==> config.mk <==
export PLATFORM = sky130hd
export DESIGN_NAME = pixel_run_segmenter_pattern_detect_unit
export DESIGN_NICKNAME = d
export VERILOG_FILES = /design/src/rtl/prsp_pkg.sv /design/src/rtl/pixel_run_segmenter_pattern_detect_unit.sv
export SDC_FILE = /design/constraint.sdc
export NUM_CORES = 1
export LEC_CHECK = 0
export BUFFER_PORTS_ARGS = -buffer_cell sky130_fd_sc_hd__buf_4
export CORE_MARGIN = 8
export CORE_UTILIZATION = 50
export CTS_BUF_LIST = sky130_fd_sc_hd__clkbuf_4 sky130_fd_sc_hd__clkbuf_8
export DETAILED_ROUTE_END_ITERATION = 6
export GPL_ROUTABILITY_DRIVEN = 0
export GPL_TIMING_DRIVEN = 0
export PLACE_DENSITY = 0.67
export SLEW_MARGIN = 20
export SYNTH_ARGS = -nofsm -noshare
export SYNTH_HDL_FRONTEND = slang
export SYNTH_SLANG_ARGS = --single-unit
==> constraint.sdc <==
create_clock -name clk -period 12.7 [get_ports clk]
set_input_delay 3.175 -clock clk [delete_from_list [all_inputs] [get_ports clk]]
set_output_delay 3.175 -clock clk [all_outputs]
set_load 0.01 [all_outputs]
==> src/rtl/prsp_pkg.sv <==
`default_nettype none
// ----------------------------------------------------------------------------
// prsp_pkg
// Types, constants and helper functions for the pixel run segmenter with
// segment-type pattern detection.
// ----------------------------------------------------------------------------
package prsp_pkg;

	// row geometry and pattern size
	localparam int ROW_MAX     = 1024;
	localparam int PATTERN_LEN = 5;
	localparam int HIST_DEPTH  = PATTERN_LEN - 1;
	localparam int INDEX_MAX   = 1023;

	// field widths
	localparam int PIX_W   = 8;
	localparam int TYPE_W  = 2;
	localparam int LEN_W   = 11;
	localparam int IDX_W   = 10;
	localparam int CFG_W   = 10;
	localparam int OUT_TDATA_W = 40;

	// result queue
	localparam int QDEPTH = 4;
	localparam int QPTR_W = $clog2(QDEPTH);
	localparam int QCNT_W = $clog2(QDEPTH + 1);

	// reset value of the pattern register (1,3,2,3,1)
	localparam logic [CFG_W-1:0] PATTERN_RESET = 10'd493;

	// pixel values that form segments and their type codes
	localparam logic [PIX_W-1:0]  PIX_BLACK = 8'd0;
	localparam logic [PIX_W-1:0]  PIX_GRAY  = 8'd128;
	localparam logic [PIX_W-1:0]  PIX_WHITE = 8'd255;
	localparam logic [TYPE_W-1:0] SEG_NONE  = 2'd0;
	localparam logic [TYPE_W-1:0] SEG_BLACK = 2'd1;
	localparam logic [TYPE_W-1:0] SEG_GRAY  = 2'd2;
	localparam logic [TYPE_W-1:0] SEG_WHITE = 2'd3;

	typedef logic [HIST_DEPTH-1:0][TYPE_W-1:0] hist_t;

	// per-row match bookkeeping
	typedef struct packed {
		hist_t              hist;
		logic [IDX_W-1:0]   seg_idx;
		logic               found;
	} row_t;

	// one result item
	typedef struct packed {
		logic [TYPE_W-1:0] seg_type;
		logic [LEN_W-1:0]  seg_length;
		logic [LEN_W-1:0]  seg_midpoint;
		logic              pattern_hit;
		logic [IDX_W-1:0]  pattern_start;
		logic              last_of_row;
	} res_t;

	typedef struct packed {
		res_t res;
		row_t row;
	} emit_t;

	function automatic logic [TYPE_W-1:0] classify(logic [PIX_W-1:0] p);
		logic [TYPE_W-1:0] c;
		c = SEG_NONE;
		if (p == PIX_BLACK) c = SEG_BLACK;
		else if (p == PIX_GRAY) c = SEG_GRAY;
		else if (p == PIX_WHITE) c = SEG_WHITE;
		return c;
	endfunction

	// entries past the register width read as type none
	function automatic logic [TYPE_W-1:0] pattern_at(logic [CFG_W-1:0] pat, int i);
		return TYPE_W'(pat >> (TYPE_W * i));
	endfunction

	// close one segment: result fields plus the updated row bookkeeping
	function automatic emit_t emit_seg(row_t st, logic [TYPE_W-1:0] typ,
			logic [LEN_W-1:0] len, logic [LEN_W-1:0] start, logic [CFG_W-1:0] pat);
		logic [LEN_W:0] mid;
		logic           ok;
		emit_t          e;
		mid = {1'b0, start} + {2'b0, len[LEN_W-1:1]};
		if (mid > (LEN_W+1)'(ROW_MAX)) mid = (LEN_W+1)'(ROW_MAX);

		ok = !st.found && (st.seg_idx >= IDX_W'(PATTERN_LEN - 1))
			&& (typ == pattern_at(pat, PATTERN_LEN - 1));
		for (int i = 0; i < HIST_DEPTH; i++) begin
			if (st.hist[i] != pattern_at(pat, i)) ok = 1'b0;
		end

		e.res.seg_type      = typ;
		e.res.seg_length    = len;
		e.res.seg_midpoint  = mid[LEN_W-1:0];
		e.res.pattern_hit   = ok;
		e.res.pattern_start = ok ? st.seg_idx - IDX_W'(PATTERN_LEN - 1) : '0;
		e.res.last_of_row   = 1'b0;

		// oldest type at index 0
		for (int i = 0; i < HIST_DEPTH - 1; i++) begin
			e.row.hist[i] = st.hist[i+1];
		end
		e.row.hist[HIST_DEPTH-1] = typ;
		e.row.seg_idx = (st.seg_idx < IDX_W'(INDEX_MAX)) ? st.seg_idx + 1'b1 : st.seg_idx;
		e.row.found   = st.found | ok;
		return e;
	endfunction

endpackage
`default_nettype wire

==> src/rtl/pixel_run_segmenter_pattern_detect_unit.sv <==
`default_nettype none
// ----------------------------------------------------------------------------
// pixel_run_segmenter_pattern_detect_unit
// Splits a pixel row into runs of black, gray and white pixels and flags the
// first run sequence that matches a programmable type pattern.
// ----------------------------------------------------------------------------
// The unit takes one pixel item per clock while the result queue has room:
// run tracking and the pattern compare over the last five segment types
// finish in the cycle the item is accepted, and the result items it causes,
// at most two, go into a four-entry result queue that drives the output port
// one item per clock while the output side is ready. An input item is accepted
// whenever at least two queue entries are free, so with the output side ready
// the input side never stalls; an item that closes one run, opens another and
// also ends the row yields two result items. The pattern register may be
// written at any idle time; the write channel is always ready.
module pixel_run_segmenter_pattern_detect_unit (
	input  wire logic                                clk,
	input  wire logic                                arst_n,
	// pattern register write
	input  wire logic                                cfg_valid,
	output logic                                     cfg_ready,
	input  wire logic [prsp_pkg::CFG_W-1:0]          cfg_data,
	// pixel items
	input  wire logic                                s_axis_tvalid,
	output logic                                     s_axis_tready,
	input  wire logic [prsp_pkg::PIX_W-1:0]          s_axis_tdata,  // pixel[7:0]
	input  wire logic                                s_axis_tlast,  // row_end
	// segment items
	output logic                                     m_axis_tvalid,
	input  wire logic                                m_axis_tready,
	// seg_length[10:0], seg_midpoint[21:11], pattern_hit[22],
	// pattern_start[32:23], zero fill[39:33]
	output logic [prsp_pkg::OUT_TDATA_W-1:0]         m_axis_tdata,
	output logic [prsp_pkg::TYPE_W-1:0]              m_axis_tuser,  // seg_type[1:0]
	output logic                                     m_axis_tlast   // last_of_row
);

	// run and row state
	logic [prsp_pkg::CFG_W-1:0] pattern_q;
	logic [prsp_pkg::PIX_W-1:0] run_val_q;
	logic                       run_open_q;
	logic [prsp_pkg::LEN_W-1:0] run_cnt_q;
	logic [prsp_pkg::LEN_W-1:0] run_first_q;
	logic [prsp_pkg::LEN_W-1:0] pos_q;
	prsp_pkg::row_t             row_q;

	// result queue
	prsp_pkg::res_t                 q_mem [prsp_pkg::QDEPTH];
	logic [prsp_pkg::QPTR_W-1:0]    wr_ptr_q;
	logic [prsp_pkg::QPTR_W-1:0]    rd_ptr_q;
	logic [prsp_pkg::QCNT_W-1:0]    q_cnt_q;

	logic                       in_acc;
	logic                       out_acc;
	logic [prsp_pkg::LEN_W-1:0] pos_n;
	logic [prsp_pkg::TYPE_W-1:0] cls;
	logic                       cont;
	logic                       close_a;
	logic                       open_new;
	logic                       run_open_n;
	logic [prsp_pkg::PIX_W-1:0] run_val_n;
	logic [prsp_pkg::LEN_W-1:0] run_cnt_n;
	logic [prsp_pkg::LEN_W-1:0] run_first_n;
	logic                       close_b;
	prsp_pkg::emit_t            em_a;
	prsp_pkg::emit_t            em_b;
	prsp_pkg::row_t             row_a;
	prsp_pkg::res_t             res0;
	prsp_pkg::res_t             res1;
	logic                       push0;
	logic                       push1;

	assign cfg_ready     = 1'b1;
	assign in_acc        = s_axis_tvalid && s_axis_tready;
	assign out_acc       = m_axis_tvalid && m_axis_tready;
	assign s_axis_tready = q_cnt_q <= prsp_pkg::QCNT_W'(prsp_pkg::QDEPTH - 2);

	// run tracking
	always_comb begin
		pos_n = (pos_q < prsp_pkg::LEN_W'(prsp_pkg::ROW_MAX)) ? pos_q + 1'b1 : pos_q;
		cls   = prsp_pkg::classify(s_axis_tdata);
		cont  = run_open_q && (cls != prsp_pkg::SEG_NONE) && (s_axis_tdata == run_val_q);
		close_a  = run_open_q && !cont;
		open_new = !cont && (cls != prsp_pkg::SEG_NONE);

		run_open_n  = cont || open_new;
		run_val_n   = open_new ? s_axis_tdata : run_val_q;
		run_first_n = open_new ? pos_n : run_first_q;
		if (open_new) begin
			run_cnt_n = prsp_pkg::LEN_W'(1);
		end else if (run_cnt_q < prsp_pkg::LEN_W'(prsp_pkg::ROW_MAX)) begin
			run_cnt_n = run_cnt_q + 1'b1;
		end else begin
			run_cnt_n = run_cnt_q;
		end
	end

	// segment closing and pattern compare, chained for two closes in one item
	always_comb begin
		em_a  = prsp_pkg::emit_seg(row_q, prsp_pkg::classify(run_val_q), run_cnt_q,
			run_first_q, pattern_q);
		row_a = close_a ? em_a.row : row_q;
		em_b  = prsp_pkg::emit_seg(row_a, prsp_pkg::classify(run_val_n), run_cnt_n,
			run_first_n, pattern_q);
		close_b = s_axis_tlast && run_open_n;
	end

	// pick result items and mark the last one of the row
	always_comb begin
		res0  = '0;
		res1  = em_b.res;
		push0 = 1'b0;
		push1 = 1'b0;
		if (close_a) begin
			res0  = em_a.res;
			push0 = 1'b1;
			push1 = close_b;
		end else if (close_b) begin
			res0  = em_b.res;
			push0 = 1'b1;
		end else if (s_axis_tlast) begin
			push0 = 1'b1;
		end
		if (s_axis_tlast) begin
			if (push1) res1.last_of_row = 1'b1;
			else res0.last_of_row = 1'b1;
		end
	end

	// state registers
	always_ff @(posedge clk or negedge arst_n) begin
		if (!arst_n) begin
			pattern_q   <= prsp_pkg::PATTERN_RESET;
			run_val_q   <= '0;
			run_open_q  <= 1'b0;
			run_cnt_q   <= '0;
			run_first_q <= '0;
			pos_q       <= '0;
			row_q       <= '0;
		end else begin
			if (cfg_valid && cfg_ready) pattern_q <= cfg_data;
			if (in_acc) begin
				if (s_axis_tlast) begin
					run_val_q   <= '0;
					run_open_q  <= 1'b0;
					run_cnt_q   <= '0;
					run_first_q <= '0;
					pos_q       <= '0;
					row_q       <= '0;
				end else begin
					run_val_q   <= run_val_n;
					run_open_q  <= run_open_n;
					run_cnt_q   <= run_cnt_n;
					run_first_q <= run_first_n;
					pos_q       <= pos_n;
					row_q       <= row_a;
				end
			end
		end
	end

	// result queue storage
	always_ff @(posedge clk) begin
		if (in_acc && push0) q_mem[wr_ptr_q] <= res0;
		if (in_acc && push1) q_mem[wr_ptr_q + 1'b1] <= res1;
	end

	// result queue pointers
	always_ff @(posedge clk or negedge arst_n) begin
		if (!arst_n) begin
			wr_ptr_q <= '0;
			rd_ptr_q <= '0;
			q_cnt_q  <= '0;
		end else begin
			wr_ptr_q <= wr_ptr_q + (in_acc ? prsp_pkg::QPTR_W'({push1, push0 & ~push1}) : '0);
			rd_ptr_q <= rd_ptr_q + prsp_pkg::QPTR_W'(out_acc);
			q_cnt_q  <= q_cnt_q
				+ (in_acc ? prsp_pkg::QCNT_W'({push1, push0 & ~push1}) : '0)
				- prsp_pkg::QCNT_W'(out_acc);
		end
	end

	// output port
	assign m_axis_tvalid = q_cnt_q != '0;
	assign m_axis_tuser  = q_mem[rd_ptr_q].seg_type;
	assign m_axis_tlast  = q_mem[rd_ptr_q].last_of_row;
	assign m_axis_tdata  = {7'b0, q_mem[rd_ptr_q].pattern_start, q_mem[rd_ptr_q].pattern_hit,
		q_mem[rd_ptr_q].seg_midpoint, q_mem[rd_ptr_q].seg_length};

endmodule
`default_nettype wire

==> flow_summary.yaml, run 1 <==
routing:
  wl_mm: 36.23
  first_iter_violations: 982
  drc: 0
  ant_nets: 0
  wl_per_cell_um: 21.52
  dr.pass1.iters: 5
  vias: 10480
  vias_per_cell: 6.225
grt:
  grt_max_degree: 79
  antenna_found_initial: 0
  grt_overflow: 0
  grt_pass1_wl_mm: 57.93
  grtUsageTotal_pct: 23.36
  grt_pass1_vias: 10270
clocking:
  cts_sinks: 222
  clock_path_buffers: 3
  post_cts_buffers: 0
  clk_latency_ns: 0.55
  root_buffer: "clkbuf_8"
  ctsHtreeMaxLevel: 2
  cts_buffers: 39
  clkTransAtPathRegs_ns: 0.06
  post_cts_resized: 0
  cts_tree: "yes"
  holdBufCountCts: 0
yosys:
  synth.avg_cell_area_um2: 10.76
  ys.flop_type: "edfxtp_1"
  syn_area_um2: 12970
  async_reset_ff_share_pct: 35.14
  synth_cell_types: 92
  synthCells: 1206
  yosys_register_bits: 222
  synth_edf_count: 144
  ys_warn_count: 0
  yosysSeqAreaShare_pct: 48.45
critical_path:
  cp.required_ns: 12.94
  max_stage_delay_ns: 0.54
  ff2ff_setup_slack_ns: 7.16
  cp_max_fo: 10
  end_kind: "flip-flop"
  critPathLaunchType: "input pin"
  slowest_stage: "or4_4"
  critPathKind: "input pin to flip-flop"
  crit_buf_inv: 3
  path_cells: "buf_4 -> or4_4 -> nor4_4 -> nor2_2 -> a21oi_2 -> clkbuf_1 -> a21oi_1 -> ha_1 -> fa_1 -> a21o_1 -> a211oi_1 -> o31a_1 -> nor2b_1 -> o21ai_0 -> nand2b_1 -> a221oi_1 -> or2_1 -> buf_2 -> nand2b_1 -> o21ai_0"
  r2r_end: "q_mem[0][19]$_DFFE_PP_"
  crit_arrival_ns: 8.31
  r2r_start: "run_val_q[7]$_DFFE_PN0P_"
  ff2ff_path_depth: 21
  path_delay_family: "compound AO/OA/AOI/OAI gates"
sta:
  rsz0062_at_grt: "no"
  drv_slew: 0
  clock_skew_ns: 0.03550
  hold_viol: 0
  finalSetupViolCount: 0
  finalCritPeriodShare_pct: 63.54
  max_freq_ghz: 0.1239
  relSlewSlack_pct: 24.73
  layout_min_cycle_time_ns: 8.070
  tns_ns: 0
  worst_slew_pin_slew_ns: 1.126
power_and_ir_drop:
  vdd_ir_drop_max_mv: 0.1093
  power.density_nw_per_um2: 172.2
  leakage_nw: 5.729
flow_run:
  drv_cap: 0
min_path:
  hp-start: "q_cnt_q[2]$_DFF_PN0_"
  hold_path_class: "flip-flop to flip-flop"
  holdPathStages: 1
  holdPathEnd: "q_cnt_q[2]$_DFF_PN0_"
floorplan:
  dieArea_um2: 31360
  die_y_um: 177.1
  ios: 70
  num_rows: 59
  initial_utilization_pct: 50.35
  chipWidth_um: 177.1
  core_um2: 25760
final_layout:
  syn_to_final_growth_pct: 14.46
  nets: 1380
  post-route-util_pct: 57.63
  diodes: 0
  drive_above_1_share_pct: 17.64
outcome:
  status: "completed"
placed_design:
  hpwlAfterDp_mm: 26.29
  port_buffers: 60
-- flip-flops by register name (all words and copies together), names as in the netlist --
name / count
q_mem: 144
pattern_q: 10
rd_ptr_q: 2
q_cnt_q: 3
run_open_q: 1
run_cnt_q: 11
pos_q: 11
wr_ptr_q: 2
em_a: 6
row_q: 13
run_first_q: 11
run_val_q: 8
-- cell usage in the layout (no fill, tap or decap), types with 8 or more instances in the layout --
master / Yosys / final
ha_1: 34 / 34
xnor2_1: 34 / 34
dfrtp_1: 71 / 71
clkbuf_4: 1 / 12
nor3_1: 17 / 17
buf_2: 9 / 9
mux2i_1: 11 / 11
o22ai_1: 63 / 63
nand4_1: 14 / 14
inv_1: 37 / 37
a21oi_1: 43 / 42
clkbuf_8: 1 / 44
nand3_1: 26 / 26
clkbuf_1: 50 / 50
xor2_1: 33 / 33
clkinv_1: 0 / 9
mux4_2: 36 / 36
a22oi_1: 15 / 15
o21ai_0: 73 / 73
nand2b_1: 16 / 16
nor2_1: 101 / 100
edfxtp_1: 144 / 144
nand2_1: 125 / 125
o32ai_1: 21 / 21
conb_1: 2 / 8
buf_4: 11 / 70
buf_1: 8 / 8
nor2b_1: 12 / 11
o211ai_1: 14 / 14
a22o_1: 29 / 29
-- how the worst max path moves through the flow --
stage,cells after the start,start,end
2_1_floorplan,19,s_axis_tdata[5],q_mem[3][20]$_DFFE_PP_
3_3_place_gp,10,s_axis_tdata[1],q_mem[0][30]$_DFFE_PP_
3_5_place_dp,20,s_axis_tdata[5],q_mem[0][19]$_DFFE_PP_
4_1_cts,20,s_axis_tdata[5],q_mem[0][19]$_DFFE_PP_
5_1_grt,20,s_axis_tdata[5],q_mem[0][19]$_DFFE_PP_
6_report,20,s_axis_tdata[5],q_mem[0][19]$_DFFE_PP_
-- power breakdown --
group | internal [W] | switching (W)
Combinational | 0.000403 | 0.000540
Sequential | 0.000857 | 0.0000685
Clock | 0.000386 | 0.000302
Total | 0.00165 | 0.000910
-- logic make-up (layout without fill, tap and decap cells) --
kind of cell,Yosys count,in the layout,synth area share [%]
xor+xnor,67,67,4.524
compound gates,326,326,16.98
mux,55,55,7.822
flops,222,222,48.45
buf+inv,122,259,4.273
simple gates,375,375,14.16
other cells,2,8,0.05789
fa+ha+maj,37,37,3.742
-- layout make-up --
type                    instances  area (um2)
well taps                     335       419.2
repair buffers                 66       599.3
clock buffers                  54       674.4
flip-flops and latches        222        6285
fillers                      2212       10920
multi-input cells             868        6185
plain buffers                  84       411.6
inverters                      38       142.6
clock inverters                17       131.4
-- per-stage QoR --
stage                     hold slack [ns]  total power, W  instances  cell area, um2  worst slack, ns
final                              0.5014        0.002556       1684           14850            4.630
after global routing               0.5171        0.002700       1684           14850            4.390
after CTS                          0.5060        0.002566       1684           14840            4.705
after detailed placement           0.4959        0.001878       1613           14040            4.145
after global placement             0.4841        0.001849       1607           13860            3.930
after floorplan                    0.4624        0.001552       1212           13000            5.248
-- Yosys cell counts, types with 15 or more instances --
cell      number  share of area [%]
a22o_1        29                2.0
o32ai_1       21                1.4
nor3_1        17               0.66
dfrtp_1       71                 14
nand3_1       26                1.0
nand2b_1      16               0.77
a21oi_1       43                1.7
o22ai_1       63                3.0
clkbuf_1      50                1.4
edfxtp_1     144                 33
xnor2_1       34                2.3
inv_1         37                1.1
mux4_2        36                6.3
nand2_1      125                3.6
xor2_1        33                2.2
a22oi_1       15               0.87
nor2_1       101                2.9
ha_1          34                3.3
o21ai_0       73                2.8
-- metal layers --
layer | vias to the layer above | global-route usage [%] | part of all wire, %
li1 | 4788 | - | -
met4 | 0 | 6.515 | 2.0
met3 | 66 | 4.566 | 8.6
met2 | 497 | 36.34 | 46
met1 | 5132 | 32.80 | 44
met5 | - | 0 | 0
(Power assumes the default switching activity.)
==> run 2: changes to the inputs <==
- ABC_AREA: unset -> 1
- clock period: 12.7 -> 7.8 ns (I/O delays scaled with it)
==> run 2 against run 1 <==
  * Die area grew 5.4%
  * Sequential power grew 72%
  * Clock power grew 63%
  * Sequential share of layout area shrank 2.2 points
  * Via count grew 19%
  * Critical path depth grew 6
  * Sequential cell count is the same
  * Register-to-register slack lost 4.3 ns
  * Critical endpoint is now q_mem[1][21]$_DFFE_PP_
  * Highest routed layer unchanged
==> flow_summary.yaml, run 2 <==
final_layout:
  syn_to_final_growth_pct: 13.99
  nets: 1974
  top_regs: "q_mem x144, row_q x13"
  layout_commonest_cell: "nand2_1"
  largest_reg_flops: 144
  final_cell_mix: "nand2_1 (589), inv_1 (203), o21ai_0 (164), nor2_1 (150), edfxtp_1 (144)"
  drive_above_1_share_pct: 10.55
  top_register: "q_mem"
  diodes: 0
min_path:
  hold_path_class: "flip-flop to flip-flop"
  hp-start: "q_cnt_q[2]$_DFF_PN0_"
critical_path:
  crit_buf_inv: 5
  end_kind: "flip-flop"
  cp_common_cell: "nand2_1"
  r2r_start: "run_val_q[7]$_DFFE_PN0P_"
  max_stage_delay_ns: 0.53
  critPathKind: "input pin to flip-flop"
  crit_arrival_ns: 6.56
  cp_max_fo: 10
  critPathLaunchType: "input pin"
  cp.required_ns: 8.23
  path_delay_family: "compound AO/OA/AOI/OAI gates"
  slowest_stage: "o21ai_0"
  startpoint: "s_axis_tdata[1]"
routing:
  dr.pass1.iters: 6
  ant_nets: 0
  first_iter_violations: 1196
  wl_per_cell_um: 17.35
  vias_per_cell: 5.466
  wl_mm: 39.63
  drc: 0
  vias: 12490
power_and_ir_drop:
  vdd_ir_drop_max_mv: 0.1617
  leakage_nw: 7.437
  power.density_nw_per_um2: 342.1
  p_total_w: 0.005359
yosys:
  synth-simple-area-share_pct: 26.60
  synth_edf_count: 144
  synth_top_family_by_area: "simple AND/OR/NAND/NOR gates"
  muxShareOfSynthArea_pct: 0
  async_reset_ff_share_pct: 35.14
  yosysSeqAreaShare_pct: 45.73
  synth_top_area_share_pct: 31.47
  synth_cell_types: 47
  synth.top_cells.by_count: "nand2_1 (589), inv_1 (203), o21ai_0 (168)"
  yosysTopAreaCell: "edfxtp_1"
  synthCells: 1799
  synth_compound_area_share_pct: 11.89
  yosys.area_share.adder_pct: 3.533
  yosys_register_bits: 222
  synthXorXnorAreaFrac_pct: 3.378
  ys_warn_count: 0
  ys.flop_type: "edfxtp_1"
  synth.most_common_cell: "nand2_1"
  synth.avg_cell_area_um2: 7.639
  syn_area_um2: 13740
  synth_area_leaders: "edfxtp_1 (31%), nand2_1 (16%), dfrtp_1 (13%)"
placed_design:
  port_buffers: 60
  hpwlAfterDp_mm: 28.64
floorplan:
  core_um2: 26950
  dieArea_um2: 33040
  chipWidth_um: 181.8
  initial_utilization_pct: 50.99
  die_y_um: 181.8
  num_rows: 60
  ios: 70
grt:
  grt_busiest_layer: "met2"
  grt_overflow: 0
  grt_pass1_wl_mm: 63.22
  grt_max_degree: 79
  antenna_found_initial: 0
  grtUsageMet2_pct: 38.65
  grtUsageTotal_pct: 23.76
  grtUsageMet3_pct: 4.232
  grtUsageMet1_pct: 31.77
  grt_pass1_vias: 11920
clocking:
  cts_tree: "yes"
  clock_path_buffers: 3
  ctsHtreeMaxLevel: 2
  post_cts_resized: 0
  root_buffer: "clkbuf_8"
  cts_sinks: 222
  post_cts_buffers: 0
  holdBufCountCts: 0
  cts_buffers: 40
  clkTransAtPathRegs_ns: 0.06
  clk_latency_ns: 0.55
sta:
  hold_viol: 0
  worst_slew_pin_slew_ns: 0.9044
  clock_skew_ns: 0.01533
  finalSetupViolCount: 0
  finalCritPeriodShare_pct: 78.62
  max_freq_ghz: 0.1631
  drv_slew: 0
  layout_min_cycle_time_ns: 6.132
  rsz0062_at_grt: "no"
  holdWs_ns: 0.5046
  relSlewSlack_pct: 39.07
outcome:
  status: "completed"
flow_run:
  drv_cap: 0
run 2: changes by cell type after synthesis, moves of 28 or more:
cell | before | now
nand2_1 | 125 | 589
inv_1 | 37 | 203
o21ai_0 | 73 | 168
nand3_1 | 26 | 87
nor2_1 | 101 | 150
mux4_2 | 36 | 0
a22o_1 | 29 | 1
run 2: stage by stage:
| step | utilization, % | instances | setup TNS, ns | setup slack, ns | area, um2 |
|---|---|---|---|---|---|
| 2_1_floorplan | - | 1805 | 0 | 1.897 | 13760 |
| 6_report | 58.12 | 2284 | 0 | 1.668 | 15660 |
| 3_5_place_dp | 55.11 | 2212 | 0 | 1.265 | 14850 |
| 4_1_cts | 58.11 | 2284 | 0 | 1.831 | 15660 |
| 3_3_place_gp | 54.33 | 2206 | -77.45 | -0.7128 | 14640 |
| 5_1_grt | 58.12 | 2284 | 0 | 1.275 | 15660 |
run 2: final cells by class:
| cell class | instances | area [um2] |
|---|---|---|
| plain buffers | 86 | 400.4 |
| clock buffers | 58 | 704.4 |
| clock inverters | 14 | 103.9 |
| fillers | 2491 | 11290 |
| inverters | 215 | 809.5 |
| multi-input cells | 1282 | 6315 |
| flip-flops and latches | 222 | 6285 |
| well taps | 341 | 426.7 |
| repair buffers | 66 | 619.3 |
run 2: worst register-to-register path, stage by stage, from the launching register on:
cell      delay (ns)
dfrtp_1         0.48
inv_2           0.09
nand2_1         0.07
nand2_1         0.05
nor2_1          0.11
nand3_1         0.12
o21ai_4         0.25
inv_2           0.13
clkbuf_1        0.23
nand3_1         0.11
o21ai_0         0.20
ha_1            0.44
a21oi_1         0.22
o21ai_0         0.10
a21oi_1         0.23
o21ai_0         0.22
a21o_1          0.22
a21oi_1         0.14
nand2_1         0.07
nand2_1         0.18
inv_1           0.08
nand2_2         0.17
nand2_1         0.13
o21ai_0         0.53
nand2_1         0.13
nand2_1         0.09
run 2: per-layer routing:
metal / up-vias / wire [um]
li1: 6120 / -
met1: 5713 / 17150
met2: 569 / 18100
met3: 83 / 3383
met4: 0 / 1001
met5: - / 0
run 2: where the power goes:
part | switching (W) | total [W] | internal [W]
logic | 0.00176 | 0.00265 | 0.000892
registers | 0.000140 | 0.00159 | 0.00145
clock network | 0.000505 | 0.00112 | 0.000619
total | 0.00240 | 0.00536 | 0.00296
run 2: logic make-up (layout without fill, tap and decap cells):
| logic type | Yosys count | in the layout |
|---|---|---|
| adders and majority gates | 37 | 37 |
| and+or+nand+nor | 888 | 888 |
| buffers and inverters | 301 | 439 |
| AOI/OAI and AO/OA | 296 | 296 |
| DFF | 222 | 222 |
| xor gates and xnor gates | 53 | 53 |
| other | 2 | 8 |
run 2: final timing paths:
check | slack, ns | cells past startpoint | to
hold / removal | 0.50 | 1 | q_cnt_q[2]$_DFF_PN0_
max in group asynchronous | 5.79 | 1 | em_a[11]$_DFFE_PN0P_
min in group asynchronous | 1.43 | 1 | run_cnt_q[2]$_DFFE_PN0P_
setup / recovery | 1.67 | 26 | q_mem[1][21]$_DFFE_PP_
hold reg to reg | 0.50 | 1 | q_cnt_q[2]$_DFF_PN0_
setup reg to reg | 2.89 | 25 | q_mem[1][21]$_DFFE_PP_
